**config.mk**
```make
export PLATFORM = sky130hd
export DESIGN_NAME = compact_target_codec_core
export DESIGN_NICKNAME = d
export VERILOG_FILES = /design/src/rtl/cmpt_pkg.sv /design/src/rtl/cmpt_scan.sv /design/src/rtl/cmpt_size.sv /design/src/rtl/cmpt_align.sv /design/src/rtl/compact_target_codec_core.sv
export SDC_FILE = /design/constraint.sdc
export NUM_CORES = 1
export LEC_CHECK = 0
export ABC_AREA = 0
export BUFFER_PORTS_ARGS = -buffer_cell sky130_fd_sc_hd__buf_2
export CAP_MARGIN = 20
export CORE_AREA = 2 2 275 277
export CTS_BUF_LIST = sky130_fd_sc_hd__clkbuf_2
export DETAILED_ROUTE_END_ITERATION = 10
export DIE_AREA = 0 0 277 279
export PLACE_DENSITY_LB_ADDON = 0.05
export RECOVER_POWER = 25
export SYNTH_ARGS = -nofsm -noshare
export SYNTH_HDL_FRONTEND = slang
export SYNTH_HIERARCHICAL = 1
export SYNTH_SLANG_ARGS = --single-unit
```
**constraint.sdc**
```tcl
create_clock -name clk_i -period 10.4 [get_ports clk_i]
set_input_delay 2.08 -clock clk_i [delete_from_list [all_inputs] [get_ports clk_i]]
set_output_delay 2.08 -clock clk_i [all_outputs]
set_load 0.02 [all_outputs]
```
**src/rtl/cmpt_pkg.sv**
```systemverilog
// ----------------------------------------------------------------------------
// Compact target codec package
// Shared widths, request codes, stage records and the bit scan helper.
// ----------------------------------------------------------------------------
package cmpt_pkg;

  localparam int unsigned ValW     = 256;
  localparam int unsigned WordW    = 64;
  localparam int unsigned NumWords = 4;
  localparam int unsigned CmpW     = 32;
  localparam int unsigned MantW    = 23;
  localparam int unsigned DataW    = 288;
  localparam int unsigned UserW    = 2;

  // Decode overflow limits on the size byte
  localparam logic [7:0] SizeLimAny  = 8'd34;
  localparam logic [7:0] SizeLimByte = 8'd33;
  localparam logic [7:0] SizeLimHalf = 8'd32;
  localparam logic [7:0] SizeSmall   = 8'd3;
  localparam logic [7:0] SizeGone    = 8'd35;
  localparam logic [MantW-1:0] MantByteMax = 23'h0000ff;
  localparam logic [MantW-1:0] MantHalfMax = 23'h00ffff;

  typedef enum logic {
    REQ_ENCODE = 1'b0,
    REQ_DECODE = 1'b1
  } req_e;

  typedef struct packed {
    logic [MantW-1:0] mant;  // mantissa after small-size shift
    logic [4:0]       sh;    // byte shift left
    logic             zero;  // shifted beyond 256 bits
    logic             neg;
    logic             ovf;
  } dec_t;

  typedef struct packed {
    req_e                       req;
    logic                       neg;
    logic [ValW-1:0]            value;
    logic [NumWords-1:0]        word_nz;
    logic [NumWords-1:0][5:0]   word_top;
    dec_t                       dec;
  } scan_t;

  typedef struct packed {
    req_e            req;
    logic            neg;
    logic [ValW-1:0] value;
    logic [5:0]      size;
    dec_t            dec;
  } sized_t;

  // Position of the highest set bit of a 64-bit word (0 when empty)
  function automatic logic [5:0] top_bit64(input logic [WordW-1:0] w);
    logic [5:0] pos;
    pos = '0;
    for (int i = 0; i < WordW; i++) begin
      if (w[i]) begin
        pos = 6'(i);
      end
    end
    return pos;
  endfunction

endpackage

```
**src/rtl/cmpt_scan.sv**
```systemverilog
// ----------------------------------------------------------------------------
// Compact target codec scan stage
// Finds the top bit of each value word and prepares the decode mantissa.
// ----------------------------------------------------------------------------
module cmpt_scan
  import cmpt_pkg::*;
(
  input  logic            clk_i,
  input  logic            rst_ni,
  input  logic            valid_i,
  output logic            ready_o,
  input  req_e            req_i,
  input  logic            neg_i,
  input  logic [ValW-1:0] value_i,
  input  logic [CmpW-1:0] compact_i,
  output logic            valid_o,
  input  logic            ready_i,
  output scan_t           scan_o
);

  logic  valid_q;
  scan_t scan_q, scan_d;

  logic [7:0]       size8;
  logic [MantW-1:0] mant_raw;
  logic [MantW-1:0] mant_sh;
  logic             mant_nz;

  assign size8    = compact_i[31:24];
  assign mant_raw = compact_i[MantW-1:0];

  always_comb begin
    if (size8 <= SizeSmall) begin
      mant_sh = mant_raw >> {2'(2'd3 - size8[1:0]), 3'b000};
    end else begin
      mant_sh = mant_raw;
    end
  end

  assign mant_nz = |mant_sh;

  always_comb begin
    scan_d.req   = req_i;
    scan_d.neg   = neg_i;
    scan_d.value = value_i;
    for (int i = 0; i < NumWords; i++) begin
      scan_d.word_nz[i]  = |value_i[i*WordW +: WordW];
      scan_d.word_top[i] = top_bit64(value_i[i*WordW +: WordW]);
    end
    scan_d.dec.mant = mant_sh;
    scan_d.dec.sh   = (size8 > SizeSmall) ? 5'(size8 - SizeSmall) : 5'd0;
    scan_d.dec.zero = size8 >= SizeGone;
    scan_d.dec.neg  = mant_nz && compact_i[MantW];
    scan_d.dec.ovf  = mant_nz && ((size8 > SizeLimAny) ||
                                  ((mant_sh > MantByteMax) && (size8 > SizeLimByte)) ||
                                  ((mant_sh > MantHalfMax) && (size8 > SizeLimHalf)));
  end

  assign ready_o = !valid_q || ready_i;
  assign valid_o = valid_q;
  assign scan_o  = scan_q;

  always_ff @(posedge clk_i or negedge rst_ni) begin
    if (!rst_ni) begin
      valid_q <= 1'b0;
    end else if (ready_o) begin
      valid_q <= valid_i;
    end
  end

  always_ff @(posedge clk_i) begin
    if (valid_i && ready_o) begin
      scan_q <= scan_d;
    end
  end

endmodule

```
**src/rtl/cmpt_size.sv**
```systemverilog
// ----------------------------------------------------------------------------
// Compact target codec size stage
// Turns the per-word top bits into the byte length of the value.
// ----------------------------------------------------------------------------
module cmpt_size
  import cmpt_pkg::*;
(
  input  logic   clk_i,
  input  logic   rst_ni,
  input  logic   valid_i,
  output logic   ready_o,
  input  scan_t  scan_i,
  output logic   valid_o,
  input  logic   ready_i,
  output sized_t sized_o
);

  logic   valid_q;
  sized_t sized_q, sized_d;

  logic [1:0] top_idx;
  logic [5:0] top_pos;
  logic       any_nz;
  logic [8:0] bit_len;
  logic [8:0] len_round;

  // Highest nonzero word wins
  always_comb begin
    top_idx = '0;
    top_pos = '0;
    any_nz  = 1'b0;
    for (int i = 0; i < NumWords; i++) begin
      if (scan_i.word_nz[i]) begin
        top_idx = 2'(i);
        top_pos = scan_i.word_top[i];
        any_nz  = 1'b1;
      end
    end
  end

  assign bit_len   = any_nz ? ({1'b0, top_idx, top_pos} + 9'd1) : 9'd0;
  assign len_round = bit_len + 9'd7;

  always_comb begin
    sized_d.req   = scan_i.req;
    sized_d.neg   = scan_i.neg;
    sized_d.value = scan_i.value;
    sized_d.size  = len_round[8:3];
    sized_d.dec   = scan_i.dec;
  end

  assign ready_o = !valid_q || ready_i;
  assign valid_o = valid_q;
  assign sized_o = sized_q;

  always_ff @(posedge clk_i or negedge rst_ni) begin
    if (!rst_ni) begin
      valid_q <= 1'b0;
    end else if (ready_o) begin
      valid_q <= valid_i;
    end
  end

  always_ff @(posedge clk_i) begin
    if (valid_i && ready_o) begin
      sized_q <= sized_d;
    end
  end

endmodule

```
**src/rtl/cmpt_align.sv**
```systemverilog
// ----------------------------------------------------------------------------
// Compact target codec align stage
// Byte-aligns the mantissa in either direction and holds the output beat.
// ----------------------------------------------------------------------------
module cmpt_align
  import cmpt_pkg::*;
(
  input  logic             clk_i,
  input  logic             rst_ni,
  input  logic             valid_i,
  output logic             ready_o,
  input  sized_t           sized_i,
  output logic             valid_o,
  input  logic             ready_i,
  output logic [DataW-1:0] data_o,
  output logic [UserW-1:0] user_o
);

  logic             valid_q;
  logic [DataW-1:0] data_q, data_d;
  logic [UserW-1:0] user_q, user_d;

  logic [ValW+23:0] val_ext;
  logic [23:0]      mant24;
  logic [22:0]      enc_mant;
  logic [5:0]       enc_size;
  logic             enc_sign;
  logic [CmpW-1:0]  enc_word;
  logic [ValW-1:0]  dec_val;

  // Top three bytes of the value, zero filled below byte zero
  assign val_ext = {sized_i.value, 24'd0};
  assign mant24  = val_ext[{sized_i.size, 3'b000} +: 24];

  always_comb begin
    if (mant24[23]) begin
      enc_mant = {7'd0, mant24[23:8]};
      enc_size = sized_i.size + 6'd1;
    end else begin
      enc_mant = mant24[22:0];
      enc_size = sized_i.size;
    end
  end

  assign enc_sign = sized_i.neg && (|enc_mant);
  assign enc_word = {2'b00, enc_size, enc_sign, enc_mant};

  assign dec_val = sized_i.dec.zero ? '0 :
                   ({{(ValW-MantW){1'b0}}, sized_i.dec.mant} << {sized_i.dec.sh, 3'b000});

  always_comb begin
    if (sized_i.req == REQ_DECODE) begin
      data_d = {dec_val, {CmpW{1'b0}}};
      user_d = {sized_i.dec.ovf, sized_i.dec.neg};
    end else begin
      data_d = {{ValW{1'b0}}, enc_word};
      user_d = '0;
    end
  end

  assign ready_o = !valid_q || ready_i;
  assign valid_o = valid_q;
  assign data_o  = data_q;
  assign user_o  = user_q;

  always_ff @(posedge clk_i or negedge rst_ni) begin
    if (!rst_ni) begin
      valid_q <= 1'b0;
    end else if (ready_o) begin
      valid_q <= valid_i;
    end
  end

  always_ff @(posedge clk_i) begin
    if (valid_i && ready_o) begin
      data_q <= data_d;
      user_q <= user_d;
    end
  end

endmodule

```
**src/rtl/compact_target_codec_core.sv**
```systemverilog
// ----------------------------------------------------------------------------
// Compact target codec core
// Converts a 256-bit value to the 32-bit compact form and back, one beat
// per cycle while m_axis is not stalled, through a three-stage pipeline.
//
//   channel  dir  tdata                                  tuser
//   s_axis   in   value_w0..w3, compact_in               req_type, negative_in
//   m_axis   out  compact_out, result_w0..w3             negative_out, overflow_out
//
// Each beat is registered in the scan, size and align stages in turn; a new
// beat can enter before the earlier ones have left the pipeline.
// Reset clears only the stage valid bits; data registers load on a beat.
// A stall on m_axis backs up through the stage valid bits, and a beat is
// accepted as long as any stage ahead can make room.
// ----------------------------------------------------------------------------
module compact_target_codec_core
  import cmpt_pkg::*;
(
  input  logic             clk_i,
  input  logic             rst_ni,
  input  logic             s_axis_tvalid_i,
  output logic             s_axis_tready_o,
  input  logic [DataW-1:0] s_axis_tdata_i,   // value_w0, value_w1, value_w2, value_w3, compact_in
  input  logic [UserW-1:0] s_axis_tuser_i,   // req_type, negative_in
  output logic             m_axis_tvalid_o,
  input  logic             m_axis_tready_i,
  output logic [DataW-1:0] m_axis_tdata_o,   // compact_out, result_w0, result_w1, result_w2,
                                             // result_w3
  output logic [UserW-1:0] m_axis_tuser_o    // negative_out, overflow_out
);

  logic   scan_valid, scan_ready;
  scan_t  scan;
  logic   size_valid, size_ready;
  sized_t sized;
  req_e   req;

  assign req = req_e'(s_axis_tuser_i[0]);

  cmpt_scan u_scan (
    .clk_i     (clk_i),
    .rst_ni    (rst_ni),
    .valid_i   (s_axis_tvalid_i),
    .ready_o   (s_axis_tready_o),
    .req_i     (req),
    .neg_i     (s_axis_tuser_i[1]),
    .value_i   (s_axis_tdata_i[ValW-1:0]),
    .compact_i (s_axis_tdata_i[ValW +: CmpW]),
    .valid_o   (scan_valid),
    .ready_i   (scan_ready),
    .scan_o    (scan)
  );

  cmpt_size u_size (
    .clk_i   (clk_i),
    .rst_ni  (rst_ni),
    .valid_i (scan_valid),
    .ready_o (scan_ready),
    .scan_i  (scan),
    .valid_o (size_valid),
    .ready_i (size_ready),
    .sized_o (sized)
  );

  cmpt_align u_align (
    .clk_i   (clk_i),
    .rst_ni  (rst_ni),
    .valid_i (size_valid),
    .ready_o (size_ready),
    .sized_i (sized),
    .valid_o (m_axis_tvalid_o),
    .ready_i (m_axis_tready_i),
    .data_o  (m_axis_tdata_o),
    .user_o  (m_axis_tuser_o)
  );

endmodule

```
# Yosys cells after proc, flatten, opt, wreduce, memory -nomap -nowiden
# Index checks and enable logic that the tools add are counted.
word_totals:
  ff_bits: 905
  in_bits: 294
  output_inout_bits: 292
  word_cells: 372
op_classes:
  n_addsub: 5
  magnitude_cmp: 8
  n_shift: 3
  mux: 263
  n_bitwise: 1
  n_reduce_logical: 43
op_table:
  columns: ["operator", "n"]
  rows:
  - ["$mux W5", 128]
  - ["$shiftx A280 B10 Y24", 1]
  - ["$mux W4", 64]
  - ["$reduce_or A64 Y1", 4]
  - ["$shl A23 B8 Y256", 1]
  - ["$reduce_or A32 Y1", 4]
  - ["$mux W3", 32]
  - ["$reduce_or A16 Y1", 4]
  - ["$mux W23", 2]
  - ["$reduce_or A23 Y1", 2]
  - ["$mux W2", 18]
  - ["$reduce_or A8 Y1", 4]
  - ["$mux W6", 5]
  - ["$gt A8 B6 Y1 const B", 3]
  - ["$gt A23 B16 Y1 const B", 1]
  - ["$gt A23 B8 Y1 const B", 1]
  - ["$shr A23 B5 Y23", 1]
  - ["$reduce_or A4 Y1", 4]
  - ["$mux W1", 13]
  - ["$reduce_or A2 Y1", 5]
  - ["$add A8 B1 Y9 const B", 1]
  - ["$add A9 B3 Y9 const B", 1]
  - ["$mux W9", 1]
  - ["$ge A8 B6 Y1 const B", 1]
  - ["9 further kinds", 22]

# Logic depth before layout (Yosys ltp)
logic_depth:
  depth_word: 62
  depth_mapped: 14
  mapped_depth_nobuf: 10

# By module
# Netlist, hierarchy kept.
modules_own_cells:
  columns: ["mod", "n_inst", "cells_per_inst", "area_each_um2", "seq_area_each_um2"]
  rows:
  - ["cmpt_align", 1, 1563, 17555.6, 8673.3]
  - ["cmpt_scan", 1, 1001, 13397.8, 9544.2]
  - ["cmpt_size", 1, 371, 9469.1, 8883.5]

# Least setup slack after synthesis
# No wires, ideal clock.
synth_path:
  path_kind: "input port to flip-flop"
  start: "in m_axis_tready_i"
  end: "reg u_scan.scan_q (netlist bit u_scan/scan_o[0]), enable pin"
  setup_ns: 0.718
  t_arrival_ns: 9.804
  t_required_ns: 9.682
  path_slack_ns: -0.122
  path_stages: 4
  path_buffers: 0
  path_cell_list: "nand2b_1 > nand2b_1 > nand2b_1 > and2_1"
synth_between:
  elab_chain_cells: 4
synth_lines:
  columns: ["element", "line_no", "text"]
  rows:
  - ["from (decl)", "compact_target_codec_core.sv:26", "input logic m_axis_tready_i,"]
  - ["$logic_or A1 B1 Y1", "cmpt_align.sv:61", "assign ready_o = !valid_q || ready_i;"]
  - ["$logic_or A1 B1 Y1", "cmpt_size.sv:52", "assign ready_o = !valid_q || ready_i;"]
  - ["via scan_ready", "compact_target_codec_core.sv:32", "logic scan_valid, scan_ready;"]
  - ["$logic_or A1 B1 Y1", "cmpt_scan.sv:59", "assign ready_o = !valid_q || ready_i;"]
  - ["via s_axis_tready_o", "compact_target_codec_core.sv:22", "output logic s_axis_tready_o,"]
  - ["$logic_and A1 B1 Y1", "cmpt_scan.sv:72", "if (valid_i && ready_o) begin"]
  - ["to (signal assigned)", "cmpt_scan.sv:73", "scan_q <= scan_d;"]
  - ["to (decl)", "cmpt_scan.sv:22", "scan_t scan_q, scan_d;"]
# The timed path passes the listed nets, and every way through them passes these cells.
# A chain may end at the register's enable or synchronous reset.

# Worst setup path after layout
layout_path:
  start: "reg u_size.sized_q (netlist bit u_size/sized_o[32])"
  end: "reg u_align.data_q[23], in the netlist u_align/data_o[23], data pin"
layout_between:
  elab_chain_cells: 4
layout_lines:
  columns: ["element", "line_no", "text"]
  rows:
  - ["from (decl)", "cmpt_size.sv:19", "sized_t sized_q, sized_d;"]
  - ["from (signal assigned)", "cmpt_size.sv:66", "sized_q <= sized_d;"]
  - ["$shiftx A280 B10 Y24", "cmpt_align.sv:33", "assign mant24 = val_ext[{sized_i.size, 3'b000} +: 24];"]
  - ["$mux W23", "cmpt_align.sv:36", "if (mant24[23]) begin"]
  - ["$reduce_or A23 Y1", "cmpt_align.sv:45", "assign enc_sign = sized_i.neg && (|enc_mant);"]
  - ["$logic_and A1 B1 Y1", "cmpt_align.sv:45", null]
  - ["to (signal assigned)", "cmpt_align.sv:76", "data_q <= data_d;"]
  - ["to (decl)", "cmpt_align.sv:20", "logic [DataW-1:0] data_q, data_d;"]
# Every way passes these cells.

==> results.toml <==
[worst_setup_path]
max_stage_delay_ns = 0.69
critPathBufInv = 3
critPathSlowestCell = "buf_4"
end_kind = "flip-flop"
path_cells = "buf_4 > buf_4 > nor2b_1 > buf_4 > a22o_1 > a221oi_1 > a221oi_1 > a21boi_0 > mux2_2 > or4b_1 > o41a_1"
cp_max_fo = 55
worst-endpoint-required_ns = 11.51
crit_family = "compound AO/OA/AOI/OAI gates"
crit_top_cell = "buf_4"
arrival_ns = 6.11
timing.critical_path.from_type = "flip-flop"
path_class = "reg -> reg"

[route]
drt-pass1-iter-count = 6
wirelength_mm = 134
final_antenna_net_count = 0
first_iter_violations = 3505
via_per_inst = 6.17
vias = 29400
wl_per_cell_um = 28.0
drc = 0

[yosys]
synth_ff_type = "edfxtp_1"
netlist-cell-type-count = 101
avgSynthCellArea_um2 = 13.8
ys_seq_area_share_pct = 67.0
synth-edff-count = 900
netlist_area_um2 = 40400
yosysMostFrequentCell = "edfxtp_1"
yosys_warnings = 6
async_reset_ff_share_pct = 0.332
syn_inst = 2935
yosys-top-cells-area = "edfxtp_1 67%, mux2i_1 4.7%, nor2_1 4.4%, mux4_2 3.4%, nand2_1 1.7%"
synth_common_cells = "900 x edfxtp_1, 476 x nor2_1, 189 x mux2i_1, 182 x nand2_1, 98 x a21oi_1"
yosysTopAreaCellShare_pct = 66.9
yosysTopAreaCell = "edfxtp_1"
ys_ff_latch = 903

[sta]
slew_viol_final = 0
rsz0062_at_grt = "false"
relSlewSlack_pct = 21.2
fin_crit_ns = 5.00
fin_setup_tns_ns = 0
fmax_mhz = 200
setup_ws_ns = 5.40
post-route-period-util_pct = 48.1
tightestPinTransition_ns = 1.18
hold_violations = 0
clock_skew_ns = 0.143
final-setup-viol-count = 0

[flow_run]
cap_violations = 0

[clock_network]
clk_latency_ns = 1.50
ctsResizeCount = 0
clock-sinks = 903
cts.path.max_buffers = 3
cts_tree = "done"
numCtsBuffers = 213
h-tree-depth = 4
ctsHoldBuffers = 0
cts_setup_buffers = 0
root_buffer = "clkbuf_2"
clk_pin_slew_ns = 0.10

[finish]
nets = 3921
register_area_um2 = 27100
fillers = 5991
drive_gt1_share_pct = 22.6
multi_input_area_um2 = 12300
layout.cells.non_filler = 4771
syn2layout_area_growth_pct = 13.4

[placed_design]
hpwl_mm = 101
dpl.cell_count = 4375
pre_cts_ws_ns = 5.16
port_buffers = 583
gp_congestion = 1.01

[power_and_ir_drop]
max-vdd-ir-drop_mv = 0.0869
p_per_area_nw_per_um2 = 182
p_leak_nw = 16.6

[floorplan]
fp.dieW_um = 277
start_util_pct = 54.6
ios = 586
core_um2 = 74100
die_area_um2 = 77300
dieHeight_um = 279
fp-row-count = 100

[grt]
grt_usage_pct = 34.1
first_global_vias = 28600
grt_antenna_before_repair = 12
grt_pass1_wl_mm = 192
overflow = 0
grt_start_max_net_pins = 202

[worst_hold_path]
hold_path_class = "reg -> reg"

[run_status]
status = "complete, no violations"
-- final timing paths --
| check | start | to | slack [ns] | cells after the start |
|---|---|---|---|---|
| setup / recovery | u_size/sized_o[32]$_DFFE_PP_ | u_align/data_o[23]$_SDFFCE_PP0P_ | 5.40 | 11 |
| hold / removal | u_scan/scan_o[233]$_DFFE_PP_ | u_size/sized_o[211]$_DFFE_PP_ | 0.33 | 0 |
| setup reg to reg | u_size/sized_o[32]$_DFFE_PP_ | u_align/data_o[23]$_SDFFCE_PP0P_ | 5.40 | 11 |
| hold reg to reg | u_scan/scan_o[233]$_DFFE_PP_ | u_size/sized_o[211]$_DFFE_PP_ | 0.33 | 0 |
| max in group asynchronous | rst_ni | u_align/valid_o$_DFFE_PN0N_ | 9.83 | 1 |
| min in group asynchronous | rst_ni | u_size/valid_o$_DFFE_PN0N_ | 0.40 | 1 |
-- registers in the layout, summed over array words and instances (netlist names) --
signal	cells
u_scan/scan_o	317
u_size/sized_o	295
u_align/data_o	286
u_align/user_o	2
u_align/valid_o	1
u_scan/valid_o	1
u_size/valid_o	1
-- worst register-to-register path: cells and delay by family, from the launching register on --
kind                   cells  cell delay, ns
AOI/OAI and AO/OA          5            1.52
DFF                        1            0.33
and+or+nand+nor            2            1.09
buffers and inverters      3            1.48
muxes                      1            0.29
-- per-stage QoR --
stage | total power (W) | cell area [um^2] | hold slack (ns) | utilization, %
after floorplan | 0.00553 | 40400 | 0.400 | -
after global placement | 0.00608 | 44000 | 0.401 | 59.5
after detailed placement | 0.00610 | 44000 | 0.405 | 59.5
after CTS | 0.00841 | 46100 | 0.201 | 62.2
after global routing | 0.00871 | 45800 | 0.284 | 61.9
final | 0.00837 | 45900 | 0.334 | 61.9
-- power by group --
part	leakage, nW	total (W)	switching, W	internal (W)
Clock	1.51	0.00233	0.00142	0.000906
Combinational	6.33	0.00147	0.00101	0.000464
Sequential	8.78	0.00457	0.000198	0.00437
-- cells by family after synthesis --
group | count (synthesis) | synth area share, %
other | 1 | 0.00928
AOI/OAI and AO/OA | 512 | 8.97
adders and majority gates | 5 | 0.155
muxes | 281 | 9.04
xor gates and xnor gates | 12 | 0.279
DFF | 903 | 67.0
buffers and inverters | 213 | 2.63
and+or+nand+nor | 1008 | 11.9
-- area by class of cell --
cell class	instances	area share [%]
antenna	11	0.0600
clock buffer	305	3.33
clock inverter	79	1.12
inverter	69	0.565
multi-input combinational	1820	26.8
sequential	903	59.1
tap	969	2.64
timing repair buffer	615	6.41
-- cells in the final DEF (no fill, tap or decap), types with 8 or more instances in the layout --
cell type	synthesis	routed
nand4_1	21	21
a32oi_1	10	10
or3_1	16	15
buf_2	29	352
nand2b_1	40	40
nor2b_1	38	38
o311ai_0	8	8
nor4_1	58	58
o2bb2ai_1	8	8
edfxtp_1	900	900
clkinv_1	2	56
o21ai_0	73	73
a2111oi_0	13	13
o21bai_1	13	13
buf_4	18	27
a221oi_1	16	16
diode_2	0	11
nor2_1	476	476
nand3_1	35	34
a31oi_1	18	18
mux2_2	27	27
o221ai_1	8	8
nor3_1	38	38
mux4_2	61	61
or4_1	15	15
o31ai_1	14	14
a22o_1	16	16
clkbuf_2	1	305
o2111ai_1	10	10
nor3b_1	8	8
clkinv_2	0	8
mux2i_1	189	189
a211oi_1	22	22
and2_1	27	24
nand2_1	182	181
a22oi_1	47	47
a21oi_1	98	98
o22ai_1	61	61
clkbuf_1	60	231
inv_1	67	66
-- layer usage --
layer	wire length (um)	share of wire (%)	global-route usage (%)	vias to the layer above
met3	10900	8.1	6.69	297
met2	69000	52	59.9	1832
met1	47400	35	40.4	14400
met4	6280	4.7	16.6	10
met5	58	0.043	0	-
li1	-	-	-	12900
(Power assumes the default switching activity.)
